==> config.mk <==
export PLATFORM = sky130hd
export DESIGN_NAME = wis_queue
export DESIGN_NICKNAME = d
export VERILOG_FILES = /design/src/sv/wis_queue.sv
export SDC_FILE = /design/constraint.sdc
export NUM_CORES = 1
export LEC_CHECK = 0
export BUFFER_PORTS_ARGS = -buffer_cell sky130_fd_sc_hd__buf_4
export CORE_ASPECT_RATIO = 1.1
export CORE_MARGIN = 5
export CORE_UTILIZATION = 39
export CTS_CLUSTER_DIAMETER = 150
export DETAILED_ROUTE_END_ITERATION = 8
export SYNTH_ARGS = -nofsm -noshare
export SYNTH_HDL_FRONTEND = slang
export SYNTH_SLANG_ARGS = --single-unit
==> constraint.sdc <==
create_clock -name clk -period 4.08 [get_ports clk]
set_clock_uncertainty 0.05 [all_clocks]
set_input_delay 0 -clock clk [delete_from_list [all_inputs] [get_ports clk]]
set_output_delay 0 -clock clk [all_outputs]
set_load 0.01 [all_outputs]
==> src/sv/wis_queue.sv <==
// Small register queue that decouples the front end from the back end.
`timescale 1ns / 1ps

module wis_queue #(
  parameter int DATA_W = 8,
  parameter int DEPTH  = 2
) (
  input  logic              clk,
  input  logic              rst_n,
  input  logic              push_valid,
  output logic              push_stall,
  input  logic [DATA_W-1:0] push_data,
  output logic              pop_valid,
  input  logic              pop_take,
  output logic [DATA_W-1:0] pop_data
);

  localparam int PW = (DEPTH > 1) ? $clog2(DEPTH) : 1;
  localparam int NW = $clog2(DEPTH + 1);

  logic [DATA_W-1:0] slot_r [DEPTH];
  logic [PW-1:0]     wr_ptr_r, wr_ptr_nxt;
  logic [PW-1:0]     rd_ptr_r, rd_ptr_nxt;
  logic [NW-1:0]     fill_r, fill_nxt;
  logic              push, pop;

  assign push_stall = (fill_r == NW'(DEPTH));
  assign pop_valid  = (fill_r != '0);
  assign pop_data   = slot_r[rd_ptr_r];
  assign push       = push_valid && !push_stall;
  assign pop        = pop_valid && pop_take;

  // Pointer and fill bookkeeping.
  always_comb begin
    wr_ptr_nxt = wr_ptr_r;
    rd_ptr_nxt = rd_ptr_r;
    fill_nxt   = fill_r;
    if (push) begin
      wr_ptr_nxt = (wr_ptr_r == PW'(DEPTH - 1)) ? '0 : wr_ptr_r + PW'(1);
    end
    if (pop) begin
      rd_ptr_nxt = (rd_ptr_r == PW'(DEPTH - 1)) ? '0 : rd_ptr_r + PW'(1);
    end
    if (push && !pop) begin
      fill_nxt = fill_r + NW'(1);
    end else if (pop && !push) begin
      fill_nxt = fill_r - NW'(1);
    end
  end

  always_ff @(posedge clk) begin
    if (!rst_n) begin
      wr_ptr_r <= '0;
      rd_ptr_r <= '0;
      fill_r   <= '0;
    end else begin
      wr_ptr_r <= wr_ptr_nxt;
      rd_ptr_r <= rd_ptr_nxt;
      fill_r   <= fill_nxt;
    end
  end

  // Payload storage needs no reset.
  always_ff @(posedge clk) begin
    if (push) begin
      slot_r[wr_ptr_r] <= push_data;
    end
  end

endmodule

# Word-level counts from Yosys, hierarchy flattened
# Memory sizes are Yosys's and may differ from the RTL's. A register that Yosys moved wholly into a read port is not among the register bits.
# Index checks and enable logic that the tools add are counted.
word_totals:
  latchBits: 0
  ff_bits: 4
  input_bits: 12
  rom_bits: 0
  word_cells: 26
  memories: 1
  ram_bits: 16
  out_inout_bits: 10
memory_table:
  columns: ["memory", "depth", "width", "rd", "rd_ports_with_merged_regs", "write_ports", "line_no", "rtl"]
  rows:
  - ["slot_r", 2, 8, 1, 1, 1, "21", "logic [DATA_W-1:0] slot_r [DEPTH];"]
classes:
  add_sub_neg: 4
  n_div: 0
  mux: 8
  n_reduce_logical: 9
  bitwise: 0
  order_cmp: 0
  n_mul: 0
  n_eq_ne: 1
  shift: 0
op_table:
  columns: ["op", "n"]
  rows:
  - ["2-to-1 mux 1 bit", 6]
  - ["logical AND 1 bit", 4]
  - ["2-to-1 mux 2 bit", 2]
  - ["nonzero test 2 bit", 2]
  - ["logical NOT 1 bit", 3]
  - ["adder 1 bit (second input constant)", 2]
  - ["adder 2 x 1 -> 2 bit (second input constant)", 1]
  - ["== test 2 bit (second input constant)", 1]
  - ["subtractor 2 x 1 -> 2 bit (second input constant)", 1]

# Longest topological paths before layout
logic_depth:
  depth_word: 7
  ltp_mapped: 7
  mapped_depth_nobuf: 7

# Worst setup path after synthesis
# OpenSTA, ideal clock, no wires.
synth_timing:
  kind: "register to register"
  from: "register fill_r[0]"
  to: "register fill_r[1]"
  setup_time_ns: 0.070
  arrival_time_ns: 1.454
  slack_ns: 2.506
  stages_incl_launch_ff: 7
  path_cell_list: "dfxtp_1 nand2b_1 inv_1 nor2_1 ha_1 or3_1 a21oi_1"
synth_between:
  elab_chain_len: 6
synth_rtl:
  columns: ["element", "line_no", "rtl"]
  rows:
  - ["start: declaration", "24", "logic [NW-1:0] fill_r, fill_nxt;"]
  - ["start signal: assignment", "59", "fill_r <= fill_nxt;"]
  - ["== test 2 bit (*)", "27", "assign push_stall = (fill_r == NW'(DEPTH));"]
  - ["via push_stall", "11", "output logic push_stall,"]
  - ["logical NOT 1 bit (*)", "30", "assign push = push_valid && !push_stall;"]
  - ["logical AND 1 bit (*)", "30", null]
  - ["logical NOT 1 bit", "46", "end else if (pop && !push) begin"]
  - ["logical AND 1 bit", "46", null]
  - ["nonzero test 2 bit (no source line)", null, null]
# Mark *: on every way through the listed nets, which the timed path passes. The rest lies on a longest branch. The select of a mux whose other input is x is not followed.
# A chain may end at the register's enable or synchronous reset.

# Worst setup path in the final report
layout_timing:
  from: "register fill_r[0]"
  to: "register wr_ptr_r"
layout_between:
  elab_chain_len: 3
layout_rtl:
  columns: ["element", "line_no", "rtl"]
  rows:
  - ["== test 2 bit", "27", null]
  - ["logical NOT 1 bit", "30", null]
  - ["logical AND 1 bit", "30", null]
  - ["end signal: assignment", "57", "wr_ptr_r <= wr_ptr_nxt;"]
  - ["end: declaration", "22", "logic [PW-1:0] wr_ptr_r, wr_ptr_nxt;"]
# No other way between the ends.

==> key figures <==
Timing
  • RSZ-0062 raised after global routing: no
  • Final-report hold violation count: 0
  • Worst Max-Slew Pin Slew: 0.711 ns
  • Fmax: 494 MHz
  • Setup TNS: 0 ns
  • Final setup violation count: 0
  • Rel. slew slack: 0.523
  • Tmin final: 2.02 ns
  • Crit share post-route: 0.496
  • Slew Limit Fails: 0

Layout
  • Fraction of layout instances using a drive strength above 1: 0.400
  • Diode count: 0
  • Cell area after layout: about 1100 sq um
  • Nets: 99
  • Area grow syn2layout: 39.0%
  • Final core occ: 0.560

CTS
  • Root buffer cell: clkbuf_4
  • Post CTS Setup Buffer Count: 0
  • Clock sink total: 21
  • Clock buffer depth: 2
  • Clk_lat worst skew: 0.29 ns
  • CTS tree: built
  • Clk slew on worst S/H paths: ~0.11 ns
  • CTS Buf Count: 3
  • H-Tree Depth: 1

Synthesis
  • Post-Synthesis Cells: 51
  • Count leader, synth: edfxtp_1
  • Syn. warnings: 0
  • Netlist Area Pre-Place: roughly 810 sq um
  • Syn_nets: 64
  • Area contributors post-synth: edfxtp_1 (60%), dfxtp_1 (12%), mux2_2 (11%)
  • Mean Syn Cell Area: between 15 and 20 sq um
  • Post-synth cell types: 17
  • Synth top cells by count: edfxtp_1 (16), mux2_2 (8), dfxtp_1 (5), nor2_1 (4)
  • Post-synth EDFFs: 16
  • Post-synthesis register bit count: 21
  • Sequential fraction of the synthesis area: 0.720
  • Area leader, netlist: edfxtp_1
  • Commonest register cell after synthesis: edfxtp_1
  • Async SR Flop Fraction: 0
  • Share of the synthesized area in the top cell type: 0.596

Die
  • CORE AREA: roughly 2000 sq um
  • Die area: between 3000 and 4000 sq um
  • Top Ports: 22
  • Rows: 17
  • Chip width: ~53 um
  • Starting Density: 0.403
  • Die Span Y: ~58 um

Place
  • RePlAce Congestion: between 0.6 and 0.7
  • IO Port Bufs: 21
  • Post-place instance area: between 900 and 1000 sq um
  • Post-DP HPWL: around 900 um

Power
  • Tot Pwr: roughly 600 uW
  • Leak: approximately 0.45 nW
  • Power density cells: between 500 and 600 nW/um^2
  • Worst IR drop on VDD: ~0.00030 V

Global routing
  • Vias in the first global route: about 500
  • Initial antenna violation count: 0
  • Gr usage total: 0.0989
  • Largest net degree at the start of global routing: 12
  • Global-route wire length before repair: about 2.2 mm
  • Total gr overflow: 0

Critical path
  • CP endpoint kind: flip-flop
  • Critical R2R Launch: fill_r[0]
  • Req. time, crit path: 4.27 ns
  • RR Endpoint: wr_ptr_r
  • Worst R2R Setup Slack: about 2.1 ns
  • Worst Path Arrival: about 2.2 ns
  • Crit path kind: reg -> reg
  • Crit Path Max Fanout: 9
  • Reg2Reg Depth: 5
  • Worst setup SP type: flip-flop

Flow run
  • Max cap viols: 0

Routing
  • Post-route ant nets: 0
  • # DRC: 0
  • Via density per instance: 4.34
  • Average wire per standard cell: between 10 and 15 um
  • Routed vias: 490
  • Routed WL: between 1 and 1.5 mm
  • First-iteration detailed-routing DRC count: 7
  • First-pass detailed-route iteration total: 3

Hold path
  • Hold Crit Class: in -> reg
  • Hold path start: pop_take
  • Hold Path Depth: 4

Outcome
  • Status: finished clean
[how the worst max path moves through the flow]
stage | to | from | slack [ns] | cells after the start
after CTS | wr_ptr_r | fill_r[0] | 1.99 | 5
after global routing | wr_ptr_r | fill_r[0] | 1.86 | 5
after detailed placement | slot_r[0][6] | fill_r[0] | 2.44 | 3
after floorplan | fill_r[1] | fill_r[0] | 2.51 | 6
final | wr_ptr_r | fill_r[0] | 2.06 | 5
after global placement | slot_r[0][6] | fill_r[0] | 2.46 | 3
[layout by cell type, fill, tap and decap left out, types with 2 or more instances in the layout]
cell type and count:
inv_1 3, mux2_2 8, dfxtp_1 5, nor2_1 4, clkbuf_4 3, edfxtp_1 16
xor2_1 3, dlygate4sd3_1 10, o21ai_0 2, buf_4 21
[cells by family (layout without fill, tap and decap cells)]
kind of cell / count (synthesis) / count (layout) / synth area share
xor+xnor: 3 / 3 / 0.0326
compound gates: 5 / 5 / 0.0373
mux: 8 / 8 / 0.112
buf+inv: 4 / 38 / 0.0202
fa+ha+maj: 1 / 1 / 0.0155
simple gates: 9 / 9 / 0.0621
flops: 21 / 21 / 0.721
[sequential cells by signal (all words and copies together), names as in the netlist, named ones only]
name and cells:
slot_r 16, fill_r 2, rd_ptr_r 1, wr_ptr_r 1
[layer usage]
layer	routed length, um	track usage
met5	0	0
met4	14	0.0547
met3	79	0.0283
met2	577	0.154
met1	605	0.121
[area by class of cell]
| cell class | count | area (sq um) |
|---|---|---|
| fill | 188 | 880 |
| sequential | 21 | 581 |
| timing repair buffer | 31 | 258 |
| multi-input combinational | 26 | 209 |
| tap | 28 | 35.0 |
| clock buffer | 4 | 26.3 |
| inverter | 3 | 11.3 |
[critical path, cell delays in order (launching register included)]
cell and delay (ns):
dfxtp_1 0.41, nand2b_1 0.16, inv_1 0.08, nor3_2 0.54, o21a_1 0.21, dlygate4sd3_1 0.53
[where the power goes]
part           switching [mW]  internal (mW)  total, mW
Clock                  0.0553         0.0380     0.0933
Combinational          0.0882          0.116      0.205
Sequential             0.0261          0.273      0.299
Total                   0.170          0.427      0.597
[per-stage QoR]
stage | setup WS [ns] | hold slack [ns] | cells
final | 2.06 | 0.110 | 113
after global routing | 1.86 | 0.151 | 113
after CTS | 1.99 | 0.105 | 113
after detailed placement | 2.44 | 0.139 | 99
after global placement | 2.46 | 0.136 | 99
after floorplan | 2.51 | 0.0489 | 51
[what timing repair did]
item	4_1_cts	5_1_grt
resized for setup	0	0
endpoints found under the hold margin	21	0
hold buffers	10	0
No activity file was read; power rests on OpenSTA's default activity.
