--- config.mk ---
export PLATFORM = sky130hd
export DESIGN_NAME = wis_front
export DESIGN_NICKNAME = d
export VERILOG_FILES = /design/src/sv/wis_pkg.sv /design/src/sv/wis_front.sv
export SDC_FILE = /design/constraint.sdc
export NUM_CORES = 1
export LEC_CHECK = 0
export ABC_AREA = 1
export CAP_MARGIN = 20
export CORE_MARGIN = 4
export CORE_UTILIZATION = 50
export DETAILED_ROUTE_END_ITERATION = 7
export DONT_BUFFER_PORTS = 1
export MAX_ROUTING_LAYER = met4
export PLACE_DENSITY = 0.71
export SYNTH_ARGS = -nofsm -noshare
export SYNTH_HDL_FRONTEND = slang
export SYNTH_SLANG_ARGS = --single-unit
--- constraint.sdc ---
create_clock -name clk -period 2.37 [get_ports clk]
set_clock_uncertainty 0.15 [all_clocks]
set_input_delay 0.1185 -clock clk [delete_from_list [all_inputs] [get_ports clk]]
set_output_delay 0.1185 -clock clk [all_outputs]
set_load 0.05 [all_outputs]
--- src/sv/wis_pkg.sv ---
// Shared constants and types of the weighted index sampler.
`timescale 1ns / 1ps

package wis_pkg;

  // Function codes of an input item.
  localparam logic [1:0] FN_LOAD  = 2'd0;
  localparam logic [1:0] FN_DRAW  = 2'd1;
  localparam logic [1:0] FN_CLEAR = 2'd2;

  // Status codes of a result item.
  localparam logic [1:0] ST_OK    = 2'd0;
  localparam logic [1:0] ST_EMPTY = 2'd1;
  localparam logic [1:0] ST_FULL  = 2'd2;

  // Work kinds that the front hands to the back.
  localparam logic [1:0] K_IMM   = 2'd0;
  localparam logic [1:0] K_WRITE = 2'd1;
  localparam logic [1:0] K_DRAW  = 2'd2;

  // Width of the index field on the result channel.
  localparam int OUT_IDX_W = 10;

  // Number of entries in the queue between front and back.
  localparam int QUEUE_DEPTH = 2;

  // Control part of one queued work entry.
  typedef struct packed {
    logic [1:0] kind;
    logic [1:0] status;
  } ctrl_t;

endpackage

--- src/sv/wis_front.sv ---
// Front end: accepts items, keeps entry count and running total, classifies work.
`timescale 1ns / 1ps

module wis_front #(
  parameter int MAX_ENTRIES = 1024,
  parameter int WEIGHT_BITS = 32
) (
  input  logic                                 clk,
  input  logic                                 rst_n,
  input  logic                                 in_valid,
  output logic                                 in_stall,
  input  logic [1:0]                           in_func,
  input  logic [31:0]                          in_weight,
  input  logic [31:0]                          in_random_fraction,
  output logic                                 q_valid,
  input  logic                                 q_stall,
  output wis_pkg::ctrl_t                       q_ctrl,
  output logic [$clog2(MAX_ENTRIES)-1:0]       q_idx,
  output logic [((WEIGHT_BITS > 32) ? 32 : WEIGHT_BITS) + $clog2(MAX_ENTRIES)-1:0] q_data,
  output logic [31:0]                          q_u
);

  localparam int IW    = $clog2(MAX_ENTRIES);
  localparam int CW    = $clog2(MAX_ENTRIES + 1);
  localparam int EFF_W = (WEIGHT_BITS > 32) ? 32 : WEIGHT_BITS;
  localparam int SUM_W = EFF_W + IW;

  logic [CW-1:0]    count_r, count_nxt;
  logic [SUM_W-1:0] total_r, total_nxt;
  logic [SUM_W-1:0] sum_c;
  logic             accept;

  assign accept   = in_valid && !q_stall;
  assign in_stall = q_stall;
  assign q_valid  = in_valid;
  assign q_u      = in_random_fraction;
  assign sum_c    = total_r + SUM_W'(in_weight[EFF_W-1:0]);

  // Classify the item and update the count and total on acceptance.
  always_comb begin
    count_nxt     = count_r;
    total_nxt     = total_r;
    q_ctrl.kind   = wis_pkg::K_IMM;
    q_ctrl.status = wis_pkg::ST_OK;
    q_idx         = '0;
    q_data        = total_r;
    case (in_func)
      wis_pkg::FN_LOAD: begin
        if (count_r == CW'(MAX_ENTRIES)) begin
          q_ctrl.status = wis_pkg::ST_FULL;
          q_idx         = IW'(MAX_ENTRIES - 1);
        end else begin
          q_ctrl.kind = wis_pkg::K_WRITE;
          q_idx       = count_r[IW-1:0];
          q_data      = sum_c;
          if (accept) begin
            count_nxt = count_r + CW'(1);
            total_nxt = sum_c;
          end
        end
      end
      wis_pkg::FN_DRAW: begin
        if (count_r == '0) begin
          q_ctrl.status = wis_pkg::ST_EMPTY;
        end else begin
          // The search range ends at the last loaded entry.
          q_ctrl.kind = wis_pkg::K_DRAW;
          q_idx       = IW'(count_r - CW'(1));
        end
      end
      wis_pkg::FN_CLEAR: begin
        if (accept) begin
          count_nxt = '0;
          total_nxt = '0;
        end
      end
      default: begin
        // Unused function code: plain ok result, no state change.
      end
    endcase
  end

  always_ff @(posedge clk) begin
    if (!rst_n) begin
      count_r <= '0;
      total_r <= '0;
    end else begin
      count_r <= count_nxt;
      total_r <= total_nxt;
    end
  end

endmodule

---- Word-level counts from Yosys, hierarchy flattened ----
Cells that the tools add are included.
word-level totals
  bits of input ports ..................... 70
  register bits after elaboration ......... 53
  output and inout port bits .............. 90
cells by class
  muxes and demuxes ....................... 18
  add/subtract/negate cells ............... 3
  reductions and logical operators ........ 6
  equal/unequal tests ..................... 6
operators by type and width
  cell                   count
  $mux 42                5
  $pmux 42 s2            1
  $add 42x32->42         1
  $mux 11                3
  $pmux 11 s2            1
  $mux 10                2
  $pmux 10 s2            1
  $add 11x1->11 const B  1
  $eq 11x11->1 const B   1
  $logic_not 11->1       1
  $sub 10x1->10 const B  1
  $pmux 4 s2             1
  $ne 2x2->1 const B     3
  $mux 2                 2
  $reduce_and 4->1       1
  $eq 2x1->1 const B     1
  $eq 2x2->1 const B     1
  $logic_not 2->1        1
  $mux 1                 2
  $reduce_bool 2->1      1
  $logic_and 1x1->1      1
  $logic_not 1->1        1

---- Longest topological paths before layout ----
  depth in word-level cells ............... 5
  gate-level depth with buffers ........... 14
  mapped depth without buffers ............ 14

---- Least setup slack after synthesis ----
Ideal clock, no wire load.
  path type ............................... register -> output
  start point ............................. register count_r[0]
  end point ............................... output q_data[32] (netlist bit)
  cell stages (with the launch flop) ...... 10
  arrival time ............................ 2.398 ns
  slack ................................... -0.296 ns
  path buffers ............................ 1
  cell sequence ........................... dfxtp_1 -> clkinv_1 -> ha_1 -> inv_1 -> nor2_2 -> nand2_2 -> o21ai_2 -> inv_2 -> clkbuf_1 -> o21ai_0
on the way
  word-level cells in the longest chain between the ends .. 3
ends and longest elaborated chain
  item                    RTL line         text
  from (decl)             wis_front.sv:28  logic [CW-1:0] count_r, count_nxt;
  from (signal assigned)  wis_front.sv:88  count_r <= count_nxt;
  $eq 11x11->1            wis_front.sv:49  if (count_r == CW'(MAX_ENTRIES)) begin
  $mux 42                 wis_front.sv:49
  $mux 42                 wis_front.sv:47  case (in_func)
  to (decl)               wis_front.sv:19  output logic [((WEIGHT_BITS > 32) ? 32 : WEIGHT_BITS) + $clog2(MAX_ENTRIES)-1:0] q_data,
No other way between the ends.

---- Final worst setup path ----
  start point ............................. register total_r[18]
  end point ............................... output q_data[28] (netlist bit)
on the way
  word-level cells in the longest chain between the ends .. 3
ends and longest elaborated chain
  item                    RTL line         text
  from (decl)             wis_front.sv:29  logic [SUM_W-1:0] total_r, total_nxt;
  from (signal assigned)  wis_front.sv:89  total_r <= total_nxt;
  $add 42x32->42          wis_front.sv:37  assign sum_c = total_r + SUM_W'(in_weight[EFF_W-1:0]);
  $mux 42                 wis_front.sv:49
  $mux 42                 wis_front.sv:47
No other way between the ends.

==> key figures <==
GRT
  – First-pass GRT wire length: around 35000 um
  – GRT Residual Overflow: 0
  – Total track usage: 30.47%
  – Initial antenna violation count: 0
  – Vias in the first global route: 7231
  – Largest net degree at the start of global routing: 50

Route
  – Via count: 8014
  – Iteration-0 DRC count of the detailed router: 933
  – Routed Wire Length: between 20000 and 30000 um
  – Routed WL per cell: 19.26 um
  – Post-route ant nets: 0
  – Post-route DRC: 0
  – First drt pass iteration count: 6
  – Routed vias/inst: around 5.9

Floorplan
  – DIE AREA: 13950 sq um
  – Row cnt: 39
  – Die Ht: around 120 um
  – Starting density of the core: about half
  – I/O Pins: 160
  – Core area: 11660 sq um
  – Die X: 118.1 um

Worst setup path
  – Crit path cell chain: ha_4 -> nand2_2 -> inv_1 -> nand2_1 -> nand2_1 -> a21oi_1 -> nand3_4 -> nand2_2 -> nand2_1 -> nand2_1 -> nand3_1 -> nand2_1 -> buf_6
  – CP Max Fanout: 4
  – CP Launch Type: flip-flop
  – Arrival time worst endpoint: 2.46 ns
  – CP most frequent cell: nand2_1
  – CP required: 2.10 ns
  – R2r startpoint: total_r[18]
  – Crit. Startpoint: total_r[18]
  – Worst setup path class: flip-flop to output pin
  – Critical path endpoint category: output pin
  – Worst path slowest cell: dfxtp_4
  – Slowest cell delay on critical path: 0.36 ns

Clock tree
  – CTS Buffer Depth: 2
  – CTS Root Buffer Type: clkbuf_16
  – CTS clk-pin slew, worst paths: ~0.080 ns
  – CTS HTree Levels: 2
  – CTS sink count: 53
  – Worst-Skew Late Latency: 0.32 ns
  – CTS Buf Count: 5
  – CTS tree: done

Timing
  – # setup viols final: 41
  – Setup ws final: -0.3590 ns
  – RSZ-0062 raised after global routing: true
  – Measured slew at the worst slew-check pin: slightly above 0.6 ns
  – Fin. Hold Viols: 0
  – Min Tclk post-route: 2.729 ns
  – Slew headroom: approximately three fifths
  – Slew Limit Fails: 0
  – Fmax: 366.4 MHz
  – Period Utilization, post-route: 115.1%

Finish
  – Most frequent cells in the layout: nand2_1 (288), inv_1 (130), nand2_2 (104), buf_4 (95), a21oi_1 (58)
  – Fin cells: 1350
  – Multi-input logic area: 5707 sq um
  – # diodes: 0
  – Fraction of layout cells with a size suffix above 1: between 40% and 50%
  – P&R area growth vs syn: 54.83%
  – Fillcell total: 681
  – Reg area: 1110 sq um
  – Commonest non-fill, non-tap cell in the layout: nand2_1
  – NumNets Final: around 1300

Status
  – Failing checks: negative setup slack
  – Outcome: finished, violations left

Power and ir drop
  – Comb pwr share: 41.3%
  – Clock power share: 29.4%
  – Sw Share: about two fifths
  – Seq pwr share: 29.3%
  – Int Pwr: 1960 uW
  – Power per cell area: 338.7 nW/um^2
  – Sw Pwr: 1218 uW
  – Leakage: 0.004438 uW
  – Pwr Total: 3178 uW
  – Max IR drop VDD: 342.1 uV

Synthesis
  – Yosys cell types: 35
  – Yosys warns: 0
  – Sequential element share of the synthesized area: 17.51%
  – Synthesized area: 6061 sq um
  – Register bit total from synthesis: 53
  – Syn nets: 1198
  – Cells after Synth: 1092
  – Avg Inst Size Synth: 5.550 sq um

Placed design
  – Placed insts: 1307
  – I/O Buffers: 0
  – Routability cong.: 1.034
  – Final HPWL DP: roughly 14000 um

Worst hold path
  – Min-delay src: in_weight[27]
  – Hold Crit Class: input pin to flip-flop

Flow run
  – Maxcap violations: 0
-- worst max-delay path: cells and delay by family, from the launching register on --
family / cells / cell delay (ns)
DFF: 1 / 0.36
adders and majority gates: 1 / 0.27
and+or+nand+nor: 9 / 0.96
AOI/OAI and AO/OA: 1 / 0.29
buffers and inverters: 2 / 0.26
-- what timing repair did --
action | CTS | global route
setup buffers | 14 | 15
hold endpoints to repair | 5 | 0
resized for setup | 305 | 181
pin swaps | 51 | 76
cloned | 1 | 2
endpoints found under the setup margin | 44 | 47
hold buffers | 4 | 0
-- worst paths after layout --
check                     end  slack [ns]  depth (start not counted)
setup reg to reg  total_r[28]       -0.02                         14
hold / removal    total_r[27]        0.02                          4
hold reg to reg   total_r[41]        0.34                          2
setup / recovery   q_data[28]       -0.36                         13
-- power by group through the flow --
stage	Combinational, uW	Sequential, uW	Clock [uW]
global route	1380	935	970
global placement	838	942	0
CTS	1090	933	917
finish	1310	932	933
detailed placement	843	943	0
floorplan	728	941	0
-- area by class of cell --
type | instances | area share, %
Tap cell | 143 | 1.907
Multi-Input combinational cell | 823 | 60.81
Clock buffer | 6 | 1.480
Inverter | 158 | 6.320
Timing Repair Buffer | 165 | 17.25
Sequential cell | 53 | 11.83
Clock inverter | 2 | 0.4000
-- registers in the layout, indices dropped and copies added, names as in the netlist --
| name | flops |
|---|---|
| count_r | 11 |
| total_r | 42 |
-- cell usage after synthesis --
master / count / area share [%]
ha_1: 35 / 7.2
buf_6: 7 / 1.3
buf_2: 8 / 0.66
nor3_1: 15 / 1.2
o21ai_2: 1 / 0.14
o211ai_1: 1 / 0.12
a21oi_1: 76 / 6.3
clkinv_1: 2 / 0.12
nor3b_1: 1 / 0.12
nor2_2: 2 / 0.21
nand4_1: 6 / 0.62
inv_1: 152 / 9.4
o21bai_1: 1 / 0.12
or2_2: 8 / 0.83
clkbuf_1: 10 / 0.62
nor2_4: 2 / 0.37
buf_4: 34 / 4.2
nor4_1: 7 / 0.72
inv_2: 4 / 0.25
xor2_1: 22 / 3.2
o21ai_1: 1 / 0.082
and2_1: 6 / 0.62
o21ai_0: 24 / 2.0
nand3b_1: 4 / 0.50
fa_1: 1 / 0.33
o221ai_1: 8 / 1.2
dfxtp_1: 53 / 18
nor2_1: 86 / 5.3
nand2_1: 412 / 26
nand3_2: 1 / 0.17
xnor2_1: 7 / 1.0
nand2_4: 1 / 0.19
a31oi_1: 3 / 0.31
nand3_1: 89 / 7.3
nand2_2: 2 / 0.21
-- cells by family after synthesis --
| group | count (synthesis) | synth area share [%] |
|---|---|---|
| simple gates | 642 | 43.97 |
| buf+inv | 217 | 16.58 |
| compound gates | 115 | 10.20 |
| flops | 53 | 17.51 |
| fa+ha+maj | 36 | 7.556 |
| xor+xnor | 29 | 4.191 |
-- layer usage --
| metal | part of all wire (%) | track usage, % | up-vias |
|---|---|---|---|
| li1 | - | - | 3626 |
| met1 | 37 | 36.39 | 3632 |
| met2 | 46 | 49.66 | 574 |
| met3 | 10 | 5.863 | 182 |
| met4 | 6.6 | 13.85 | 0 |
| met5 | 0 | - | - |
-- per-stage QoR --
stage	TNS (ns)	cell area [sq um]	hold WS, ns	setup slack [ns]	util [%]
after global placement	-0.3862	6893	0.08734	-0.1062	59.10
after floorplan	-4.928	6067	0.1069	-0.2964	-
final	-6.869	9384	0.01537	-0.3590	80.46
after CTS	-2.407	8559	0.01099	-0.1765	73.39
after global routing	-11.39	9384	0.05791	-0.5367	80.46
after detailed placement	-0.4486	6893	0.08734	-0.09903	59.10
Power figures use the tool's default switching activity.
